<file path="src/rtl/dqsc_pkg.sv">
// Shared types and constants for the dual quadrature speed counter.
`timescale 1ns / 1ps

package dqsc_pkg;

    // Width of every result field.
    localparam int OUT_WIDTH = 32;

    // Request kinds carried by req_type.
    typedef enum logic {
        REQ_PIN  = 1'b0,
        REQ_TICK = 1'b1
    } req_type_t;

    // Edge flags and pin levels of one wheel's encoder.
    typedef struct packed {
        logic a_edge;
        logic b_edge;
        logic a_level;
        logic b_level;
    } wheel_pins_t;

    // Command from the top level to each lane.
    typedef struct packed {
        logic      accept;
        req_type_t kind;
    } lane_cmd_t;

endpackage

</file>
<file path="src/rtl/dqsc_lane.sv">
// One wheel lane: x2 quadrature decode, period counter, speed latch and total.
`timescale 1ns / 1ps

module dqsc_lane #(
    parameter int COUNT_WIDTH = 32
) (
    input  logic                     clk,
    input  logic                     rst_n,
    input  dqsc_pkg::lane_cmd_t      cmd,
    input  dqsc_pkg::wheel_pins_t    pins,
    output logic [COUNT_WIDTH-1:0]   speed,
    output logic [COUNT_WIDTH-1:0]   total
);

    localparam logic [COUNT_WIDTH-1:0] ONE = {{(COUNT_WIDTH-1){1'b0}}, 1'b1};

    logic [COUNT_WIDTH-1:0] period_reg, period_next;
    logic [COUNT_WIDTH-1:0] latch_reg,  latch_next;
    logic [COUNT_WIDTH-1:0] total_reg,  total_next;
    logic                   step_up;
    logic                   step_down;

    // A edge wins over B edge; no edge means no step.
    always_comb
    begin
        step_up   = 1'b0;
        step_down = 1'b0;
        if (pins.a_edge)
        begin
            step_up   = pins.b_level;
            step_down = !pins.b_level;
        end
        else if (pins.b_edge)
        begin
            step_up   = !pins.a_level;
            step_down = pins.a_level;
        end
    end

    always_comb
    begin
        period_next = period_reg;
        latch_next  = latch_reg;
        total_next  = total_reg;
        case (cmd.kind)
            dqsc_pkg::REQ_TICK:
            begin
                latch_next  = period_reg;
                period_next = '0;
            end
            dqsc_pkg::REQ_PIN:
            begin
                if (step_up)
                begin
                    period_next = period_reg + ONE;
                    total_next  = total_reg + ONE;
                end
                else if (step_down)
                begin
                    period_next = period_reg - ONE;
                    total_next  = total_reg - ONE;
                end
            end
            default:
            begin
                period_next = period_reg;
            end
        endcase
    end

    always_ff @(posedge clk or negedge rst_n)
    begin
        if (!rst_n)
        begin
            period_reg <= '0;
            latch_reg  <= '0;
            total_reg  <= '0;
        end
        else if (cmd.accept)
        begin
            period_reg <= period_next;
            latch_reg  <= latch_next;
            total_reg  <= total_next;
        end
    end

    // Post-update values go to the merge stage.
    assign speed = latch_next;
    assign total = total_next;

endmodule

</file>
<file path="src/rtl/dqsc_merge.sv">
// Merge stage: negate and size lane values, hold results in a two-entry output buffer.
`timescale 1ns / 1ps

module dqsc_merge #(
    parameter int COUNT_WIDTH = 32
) (
    input  logic                              clk,
    input  logic                              rst_n,
    input  logic                              accept,
    input  logic [COUNT_WIDTH-1:0]            left_speed_in,
    input  logic [COUNT_WIDTH-1:0]            right_speed_in,
    input  logic [COUNT_WIDTH-1:0]            left_total_in,
    input  logic [COUNT_WIDTH-1:0]            right_total_in,
    output logic                              full,
    output logic                              rsp_valid,
    input  logic                              rsp_stall,
    output logic [dqsc_pkg::OUT_WIDTH-1:0]    left_speed,
    output logic [dqsc_pkg::OUT_WIDTH-1:0]    right_speed,
    output logic [dqsc_pkg::OUT_WIDTH-1:0]    left_position,
    output logic [dqsc_pkg::OUT_WIDTH-1:0]    right_position
);

    localparam int OW = dqsc_pkg::OUT_WIDTH;

    typedef struct packed {
        logic [OW-1:0] l_speed;
        logic [OW-1:0] r_speed;
        logic [OW-1:0] l_pos;
        logic [OW-1:0] r_pos;
    } result_t;

    logic [COUNT_WIDTH-1:0] neg_l_speed;
    logic [COUNT_WIDTH-1:0] neg_r_speed;
    logic [COUNT_WIDTH-1:0] neg_r_total;
    result_t                beat_in;
    result_t                main_reg;
    result_t                skid_reg;
    logic                   main_valid_reg, main_valid_next;
    logic                   skid_valid_reg, skid_valid_next;
    logic                   take;
    logic                   load_main_in;
    logic                   load_main_skid;
    logic                   load_skid;

    assign neg_l_speed = '0 - left_speed_in;
    assign neg_r_speed = '0 - right_speed_in;
    assign neg_r_total = '0 - right_total_in;

    // Sign-extend or cut each count to the result width.
    generate
        if (COUNT_WIDTH >= OW)
        begin : g_cut
            assign beat_in.l_speed = neg_l_speed[OW-1:0];
            assign beat_in.r_speed = neg_r_speed[OW-1:0];
            assign beat_in.l_pos   = left_total_in[OW-1:0];
            assign beat_in.r_pos   = neg_r_total[OW-1:0];
        end
        else
        begin : g_ext
            assign beat_in.l_speed = {{(OW-COUNT_WIDTH){neg_l_speed[COUNT_WIDTH-1]}},
                                      neg_l_speed};
            assign beat_in.r_speed = {{(OW-COUNT_WIDTH){neg_r_speed[COUNT_WIDTH-1]}},
                                      neg_r_speed};
            assign beat_in.l_pos   = {{(OW-COUNT_WIDTH){left_total_in[COUNT_WIDTH-1]}},
                                      left_total_in};
            assign beat_in.r_pos   = {{(OW-COUNT_WIDTH){neg_r_total[COUNT_WIDTH-1]}},
                                      neg_r_total};
        end
    endgenerate

    assign take = main_valid_reg && !rsp_stall;

    always_comb
    begin
        load_main_in    = 1'b0;
        load_main_skid  = 1'b0;
        load_skid       = 1'b0;
        main_valid_next = main_valid_reg;
        skid_valid_next = skid_valid_reg;
        if (!main_valid_reg || take)
        begin
            if (skid_valid_reg)
            begin
                // Drain the skid entry; input is stalled meanwhile.
                load_main_skid  = 1'b1;
                main_valid_next = 1'b1;
                skid_valid_next = 1'b0;
            end
            else
            begin
                load_main_in    = accept;
                main_valid_next = accept;
            end
        end
        else if (accept)
        begin
            // Output is held: park the new beat.
            load_skid       = 1'b1;
            skid_valid_next = 1'b1;
        end
    end

    always_ff @(posedge clk or negedge rst_n)
    begin
        if (!rst_n)
        begin
            main_valid_reg <= 1'b0;
            skid_valid_reg <= 1'b0;
        end
        else
        begin
            main_valid_reg <= main_valid_next;
            skid_valid_reg <= skid_valid_next;
        end
    end

    always_ff @(posedge clk)
    begin
        if (load_main_skid)
        begin
            main_reg <= skid_reg;
        end
        else if (load_main_in)
        begin
            main_reg <= beat_in;
        end
        if (load_skid)
        begin
            skid_reg <= beat_in;
        end
    end

    assign full           = skid_valid_reg;
    assign rsp_valid      = main_valid_reg;
    assign left_speed     = main_reg.l_speed;
    assign right_speed    = main_reg.r_speed;
    assign left_position  = main_reg.l_pos;
    assign right_position = main_reg.r_pos;

endmodule

</file>
<file path="src/rtl/dual_quadrature_speed_counter_core.sv">
// Top level of the dual quadrature speed counter: two wheel lanes and the merge stage.
`timescale 1ns / 1ps

// Decodes the left and right wheel encoders side by side (x2 decoding) and
// returns one result beat per request beat. A pin request (req_type = 0)
// steps each wheel on its own: with the A edge flag set, B low counts down
// and B high counts up; otherwise with the B edge flag set, A low counts up
// and A high counts down; the A flag wins when both are set. Each step moves
// that wheel's period counter and running total. A tick request (req_type =
// 1) copies the period counters into the speed latches and clears them; its
// flags and levels are ignored. Every result carries the negated speeds,
// the left total and the negated right total, all taken after the request's
// update, counters wrapping at COUNT_WIDTH bits and sign-extended or cut to
// 32 bits. Throughput is one beat per clock while req_stall is low; each lane
// updates in the cycle of acceptance, and its result is registered in the main
// entry of a two-entry output buffer, or in the skid entry while the main one
// is held, keeping the request side flowing; req_stall rises only when both
// entries are full. Reset clears all counters and latches at once, no warm-up pass.

module dual_quadrature_speed_counter_core #(
    parameter int COUNT_WIDTH = 32
) (
    input  logic        clk,
    input  logic        rst_n,

    input  logic        req_valid,
    output logic        req_stall,
    input  logic        req_type,
    input  logic        left_a_edge,
    input  logic        left_b_edge,
    input  logic        left_a_level,
    input  logic        left_b_level,
    input  logic        right_a_edge,
    input  logic        right_b_edge,
    input  logic        right_a_level,
    input  logic        right_b_level,

    output logic        rsp_valid,
    input  logic        rsp_stall,
    output logic [31:0] left_speed,
    output logic [31:0] right_speed,
    output logic [31:0] left_position,
    output logic [31:0] right_position
);

    dqsc_pkg::lane_cmd_t    cmd;
    dqsc_pkg::wheel_pins_t  left_pins;
    dqsc_pkg::wheel_pins_t  right_pins;
    logic [COUNT_WIDTH-1:0] l_speed;
    logic [COUNT_WIDTH-1:0] r_speed;
    logic [COUNT_WIDTH-1:0] l_total;
    logic [COUNT_WIDTH-1:0] r_total;
    logic                   buf_full;

    // Stall only when the skid entry is occupied.
    assign req_stall  = buf_full;
    assign cmd.accept = req_valid && !buf_full;
    assign cmd.kind   = dqsc_pkg::req_type_t'(req_type);

    assign left_pins  = '{a_edge: left_a_edge, b_edge: left_b_edge,
                          a_level: left_a_level, b_level: left_b_level};
    assign right_pins = '{a_edge: right_a_edge, b_edge: right_b_edge,
                          a_level: right_a_level, b_level: right_b_level};

    // Left and right lanes run the same decoder in parallel.
    dqsc_lane #(
        .COUNT_WIDTH (COUNT_WIDTH)
    ) u_lane_left (
        .clk   (clk),
        .rst_n (rst_n),
        .cmd   (cmd),
        .pins  (left_pins),
        .speed (l_speed),
        .total (l_total)
    );

    dqsc_lane #(
        .COUNT_WIDTH (COUNT_WIDTH)
    ) u_lane_right (
        .clk   (clk),
        .rst_n (rst_n),
        .cmd   (cmd),
        .pins  (right_pins),
        .speed (r_speed),
        .total (r_total)
    );

    // Combine lane values into one result beat and buffer it.
    dqsc_merge #(
        .COUNT_WIDTH (COUNT_WIDTH)
    ) u_merge (
        .clk            (clk),
        .rst_n          (rst_n),
        .accept         (cmd.accept),
        .left_speed_in  (l_speed),
        .right_speed_in (r_speed),
        .left_total_in  (l_total),
        .right_total_in (r_total),
        .full           (buf_full),
        .rsp_valid      (rsp_valid),
        .rsp_stall      (rsp_stall),
        .left_speed     (left_speed),
        .right_speed    (right_speed),
        .left_position  (left_position),
        .right_position (right_position)
    );

endmodule
</file>
<file path="config.mk">
export PLATFORM = sky130hd
export DESIGN_NAME = dual_quadrature_speed_counter_core
export DESIGN_NICKNAME = d
export VERILOG_FILES = /design/src/rtl/dqsc_pkg.sv /design/src/rtl/dqsc_lane.sv /design/src/rtl/dqsc_merge.sv /design/src/rtl/dual_quadrature_speed_counter_core.sv
export SDC_FILE = /design/constraint.sdc
export NUM_CORES = 1
export LEC_CHECK = 0
export ABC_CLOCK_PERIOD_IN_PS = 13100
export BUFFER_PORTS_ARGS = -buffer_cell sky130_fd_sc_hd__buf_2
export CAP_MARGIN = 20
export CORE_ASPECT_RATIO = 0.5
export CORE_MARGIN = 5
export CORE_UTILIZATION = 60
export DETAILED_ROUTE_END_ITERATION = 8
export PLACE_DENSITY = 0.89
export SLEW_MARGIN = 20
export SYNTH_ARGS = -nofsm -noshare
export SYNTH_HDL_FRONTEND = slang
export SYNTH_HIERARCHICAL = 1
export SYNTH_SLANG_ARGS = --single-unit
export TNS_END_PERCENT = 30
</file>
<file path="constraint.sdc">
create_clock -name clk -period 13.1 [get_ports clk]
set_clock_uncertainty 0.2 [all_clocks]
set_input_delay 3.93 -clock clk [delete_from_list [all_inputs] [get_ports clk]]
set_output_delay 3.93 -clock clk [all_outputs]
set_load 0.02 [all_outputs]
</file>
=== Word level (Yosys, flattened, before mapping) ===
Cells that the tools add are included.

* $add $sub $neg: 11
* Equality and inequality tests: 2
* Mux-type cells: 33
* Bitwise operators: 1
* Reductions and logical operators: 14

{| class="wikitable"
|+ Operator list
! operator !! number
|-
| $mux W32 || 12
|-
| $mux W128 || 2
|-
| $add A32 B1 Y32 const B || 4
|-
| $pmux W32 S2 || 2
|-
| $sub A32 B1 Y32 const B || 4
|-
| $sub A1 B32 Y32 const A || 3
|-
| $mux W1 || 17
|-
| $logic_not A1 Y1 || 7
|-
| $ne A3 B1 Y1 const B || 2
|-
| $reduce_and A2 Y1 || 2
|-
| $reduce_bool A2 Y1 || 2
|-
| $logic_and A1 B1 Y1 || 2
|-
| $logic_or A1 B1 Y1 || 1
|-
| $not A1 Y1 || 1
|}

* Bits in registers: 450
* Input bits: 13
* Logic and storage cells: 77

=== Longest topological paths before layout ===
* Depth after elaboration: 8
* Depth in mapped cells: 16

=== By module ===
The synthesis kept the hierarchy.

{| class="wikitable"
|+ Modules (own cells, without submodules)
! module !! times used !! cells each !! area an instance (um2) !! sequential area each (um2)
|-
| dqsc_merge || 1 || 794 || 11190.7 || 7737.4
|-
| dqsc_lane at u_lane_right || 1 || 812 || 7129.3 || 2402.3
|-
| dqsc_lane at u_lane_left || 1 || 793 || 7000.5 || 2402.3
|-
| dual_quadrature_speed_counter_core || 1 || 1 || 13.8 || 0.0
|}

=== Least setup slack after synthesis ===
Ideal clock, no wire load.

* Kind: in2reg
* Start point: in req_valid
* End point: reg u_merge.main_reg (netlist bit u_merge/left_position[0]) (enable)
* Arrival time: 10.375 ns
* Setup slack: 1.867 ns
* Stages: 3
* Buffers on the path: 0
* Path through: nor2b_4 nor2_1 a21oi_1

* Cells in the longest elaborated chain, start to end: 4

{| class="wikitable"
|+ RTL lines
! item !! RTL line !! source
|-
| start, declared || dual_quadrature_speed_counter_core.sv:26 || <nowiki>input logic req_valid,</nowiki>
|-
| $logic_and A1 B1 Y1 || dual_quadrature_speed_counter_core.sv:57 || <nowiki>assign cmd.accept = req_valid && !buf_full;</nowiki>
|-
| $mux W1 || dqsc_merge.sv:82 || <nowiki>if (skid_valid_reg)</nowiki>
|-
| $mux W1 || dqsc_merge.sv:80 || <nowiki>if (!main_valid_reg || take)</nowiki>
|-
| $reduce_bool A2 Y1 (no source line) || -- ||
|-
| end signal, assigned || dqsc_merge.sv:121 || <nowiki>main_reg <= skid_reg;</nowiki>
|-
| end signal, assigned || dqsc_merge.sv:125 || <nowiki>main_reg <= beat_in;</nowiki>
|-
| end, declared || dqsc_merge.sv:36 || <nowiki>result_t main_reg;</nowiki>
|}

Every way passes these cells.
A chain may end at the register's enable or synchronous reset.

=== Final worst setup path ===
* Start point: in right_a_edge
* End point: reg u_merge.main_reg (netlist bit u_merge/right_position[26]), data pin

* Cells in the longest elaborated chain, start to end: 7
* Elaborated cells on any way between the ends: 8

{| class="wikitable"
|+ RTL lines
! item !! RTL line !! source
|-
| start, declared || dual_quadrature_speed_counter_core.sv:33 || <nowiki>input logic right_a_edge,</nowiki>
|-
| $mux W1 || dqsc_lane.sv:28 || <nowiki>if (pins.a_edge)</nowiki>
|-
| $mux W32 || dqsc_lane.sv:58 || <nowiki>else if (step_down)</nowiki>
|-
| $mux W32 * || dqsc_lane.sv:53 || <nowiki>if (step_up)</nowiki>
|-
| $mux W32 * || dqsc_lane.sv:45 || <nowiki>case (cmd.kind)</nowiki>
|-
| named net r_total[4] || dual_quadrature_speed_counter_core.sv:52 || <nowiki>logic [COUNT_WIDTH-1:0] r_total;</nowiki>
|-
| $sub A1 B32 Y32 * || dqsc_merge.sv:47 || <nowiki>assign neg_r_total = '0 - right_total_in;</nowiki>
|-
| named net u_merge.neg_r_total[26] || dqsc_merge.sv:34 || <nowiki>logic [COUNT_WIDTH-1:0] neg_r_total;</nowiki>
|-
| $mux W128 * || dqsc_merge.sv:123 || <nowiki>else if (load_main_in)</nowiki>
|-
| $mux W128 * || dqsc_merge.sv:119 || <nowiki>if (load_main_skid)</nowiki>
|}

Mark *: on every way through the listed nets, which the timed path passes. The rest lies on a longest branch. The select of a mux whose other input is x is not followed.

==> flow_metrics.tcl <==
set metrics [dict create \
    slew_headroom_pct 26.50 \
    maxCapViolCount 0 \
    drc 0 \
    cts-root-buf "clkbuf_16" \
    path_class "input pin to register" \
    p_per_area_mw_per_mm2 227.4 \
    drv_slew 0 \
    p_int_mw 3.759 \
    rsz0062_at_grt "no" \
    synth_area_mm2 0.02533 \
    first_global_vias 18837 \
    synth_top_family_by_area "simple AND/OR/NAND/NOR gates" \
    ys.flop_type "edfxtp_1" \
    peakVddDrop_mv 0.1009 \
    critPathRequiredTime_ns 13.20 \
    track_usage_pct 26.53 \
    synth_edf_count 256 \
    setup_viol 0 \
    min_from "u_lane_right/latch_reg[26]" \
    via_per_inst 6.384 \
    cp-end-kind "register" \
    hold_buffers 0 \
    hp-class "register to register" \
    reg2reg_depth 13 \
    min_to "u_lane_right/latch_reg[26]" \
    die-area_mm2 0.04668 \
    syn_to_final_growth_pct 8.475 \
    start_kind "input pin" \
    gp_congestion 0.9701 \
    clock_path_buffers 3 \
    htree_levels 2 \
    pwr-share-seq_pct 39.0 \
    largest_reg_flops 128 \
    synth_fa_ha_area_share_pct 0.6420 \
    dp_slack_ns 4.302 \
    clk_pin_slew_ns 0.07 \
    core_mm2 0.04184 \
    fin_crit_sh_pct 64.51 \
    firstDrtPassIters 5 \
    worst_slack_ns 4.649 \
    seq_area_frac_synth_pct 49.51 \
    grt_max_degree 78 \
    p_total_mw 6.249 \
    yosysUniqueCellTypes 107 \
    synth_mux_area_share_pct 10.51 \
    gr-total-overflow 0 \
    cts_tree "built" \
    r2r-end "u_merge/right_position[31]" \
    ant_nets 0 \
    clkPwrFrac_pct 20.3 \
    p_comb_share_pct 40.8 \
    clk-insertion-delay-late_ns 0.56 \
    hpwl_um 42430 \
    p_leak_nw 10.30 \
    arrival_ns 8.55 \
    finalHoldViolCount 0 \
    yosys.area_share.simple_pct 19.54 \
    yosysTopAreaCell "edfxtp_1" \
    hold_depth 1 \
    synth_compound_area_share_pct 8.500 \
    cts_setup_buffers 0 \
    synthTopCellsByArea "edfxtp_1 30%, dfrtp_1 19%, mux2_2 9.8%" \
    drtIter0Drc 2170 \
    synth.avg_cell_area_um2 10.56 \
    cts_sinks 450 \
    synthCells 2400 \
    switchingPower_mw 2.490 \
    die_height_um 155.3 \
    start_util_pct 60.54 \
    numPortBuffers 142 \
    switching_share_pct 39.85 \
    wl_per_cell_um 20.86 \
    synthArstFlopShare_pct 43.11 \
    mostFrequentLayoutCell "nand2_1" \
    syn_nets 2426 \
    r2r_slack_ns 8.30 \
    antenna_found_initial 1 \
    numCtsBuffers 41 \
    die_w_um 300.6 \
    reg2reg_from "u_lane_right/total_reg[0]" \
    grt_pass1_wl_um 101800 \
    fmaxAchievable_ghz 0.1183 \
    ys_ff_latch 450 \
    std_cell_rows 53 \
    status "completed" \
    tightest_slew_ns 1.101 \
    vias 19401 \
    tns_ns 0 \
    worst-path-max-fanout 59 \
    finalNetCount 2455 \
    synth_top_area_share_pct 30.34 \
    finish.utilization_pct 65.68 \
    ioPinCount 143 \
    ctsResizeCount 0 \
    ys_warn_count 6 \
    synth_xor_area_share_pct 7.398 \
    final_cell_mix "310 x nand2_1, 256 x edfxtp_1, 220 x mux2_2" \
    drive_gt1_share_pct 20.89 \
    layout_min_cycle_time_ns 8.451 \
    routed_wl_um 63410 \
]
-- metal layers --
metal  share of wire, %  routed length, µm  GRT usage (%)
met1                 43              26980          37.32
met3                7.7               4875          3.807
met2                 48              30470          44.17
met4                1.7               1081          6.554
met5                  0                  0              0
-- critical path: stages --
cell,delay (ns)
buf_2,0.20
or3b_1,0.48
nand2_4,0.49
inv_4,0.57
nand3_1,0.16
a21oi_1,0.25
xor2_1,0.15
nor4_1,0.80
nand4_1,0.57
nor4_1,0.50
xnor2_1,0.14
mux2_2,0.28
-- area by class of cell --
cell class	instances	area (µm²)
inverters	29	111.4
diodes	1	2.502
multi-input cells	1750	11860
clock inverters	24	284.0
repair buffers	157	849.6
clock buffers	51	1106
fillers	3098	14360
flip-flops and latches	450	12540
well taps	577	721.9
-- Yosys cell counts, drive strengths merged (4+ instances only) --
cell     number
a211oi        7
a21boi        6
a21o         14
a21oi        74
a22o          6
a22oi         5
a311oi        4
a31oi        15
and2         17
and3         27
and4          7
buf          55
clkbuf      116
dfrtp       194
edfxtp      256
ha           13
inv          29
mux2        221
mux2i        17
nand2       314
nand2b       10
nand3       103
nand3b        9
nand4        58
nand4b        5
nor2        138
nor2b         5
nor3        103
nor3b        10
nor4         68
nor4b         6
o211ai        4
o21a          7
o21ai        99
o22ai        13
o2bb2ai       5
o31a          7
o31ai        24
o32ai         4
or2          12
or3          36
or4          28
xnor2       136
xor2         78
-- cells by family (layout without fill, tap and decap cells) --
group	after synthesis	in the layout
multiplexers	238	238
flip-flops	450	450
other	0	1
AO/OA/AOI/OAI	321	321
XOR/XNOR	214	214
AND/OR/NAND/NOR	964	964
buffers and inverters	200	261
adder cells (fa/ha/maj)	13	13
-- worst max-delay path by stage --
| stage | startpoint | to | slack (ns) | cells after the start |
|---|---|---|---|---|
| finish | right_a_edge | u_merge/right_position[26] | 4.65 | 12 |
| global route | right_a_edge | u_merge/right_position[28] | 4.37 | 12 |
| CTS | right_a_edge | u_merge/right_position[25] | 4.76 | 12 |
| detailed placement | right_a_edge | u_merge/right_position[25] | 4.30 | 12 |
| global placement | right_a_edge | u_merge/right_position[25] | 4.41 | 12 |
| floorplan | req_valid | u_merge/left_position[0] | 1.87 | 3 |
-- power groups by stage --
stage / registers, mW / logic (mW) / clock network [mW]
final: 2.43 / 2.55 / 1.27
after global routing: 2.48 / 2.77 / 1.35
after CTS: 2.42 / 2.51 / 1.28
after detailed placement: 2.44 / 2.47 / 0
after global placement: 2.42 / 2.38 / 0
after floorplan: 2.36 / 1.92 / 0
-- per-stage QoR --
stage / cell area (µm²) / hold slack, ns / std cells
2_1_floorplan: 25330 / 0.2641 / 2400
3_3_place_gp: 26050 / 0.2800 / 2961
3_5_place_dp: 26070 / 0.2918 / 2962
4_1_cts: 27460 / 0.3046 / 3037
5_1_grt: 27480 / 0.3128 / 3039
6_report: 27480 / 0.3035 / 3039
Power figures use the tool's default switching activity.
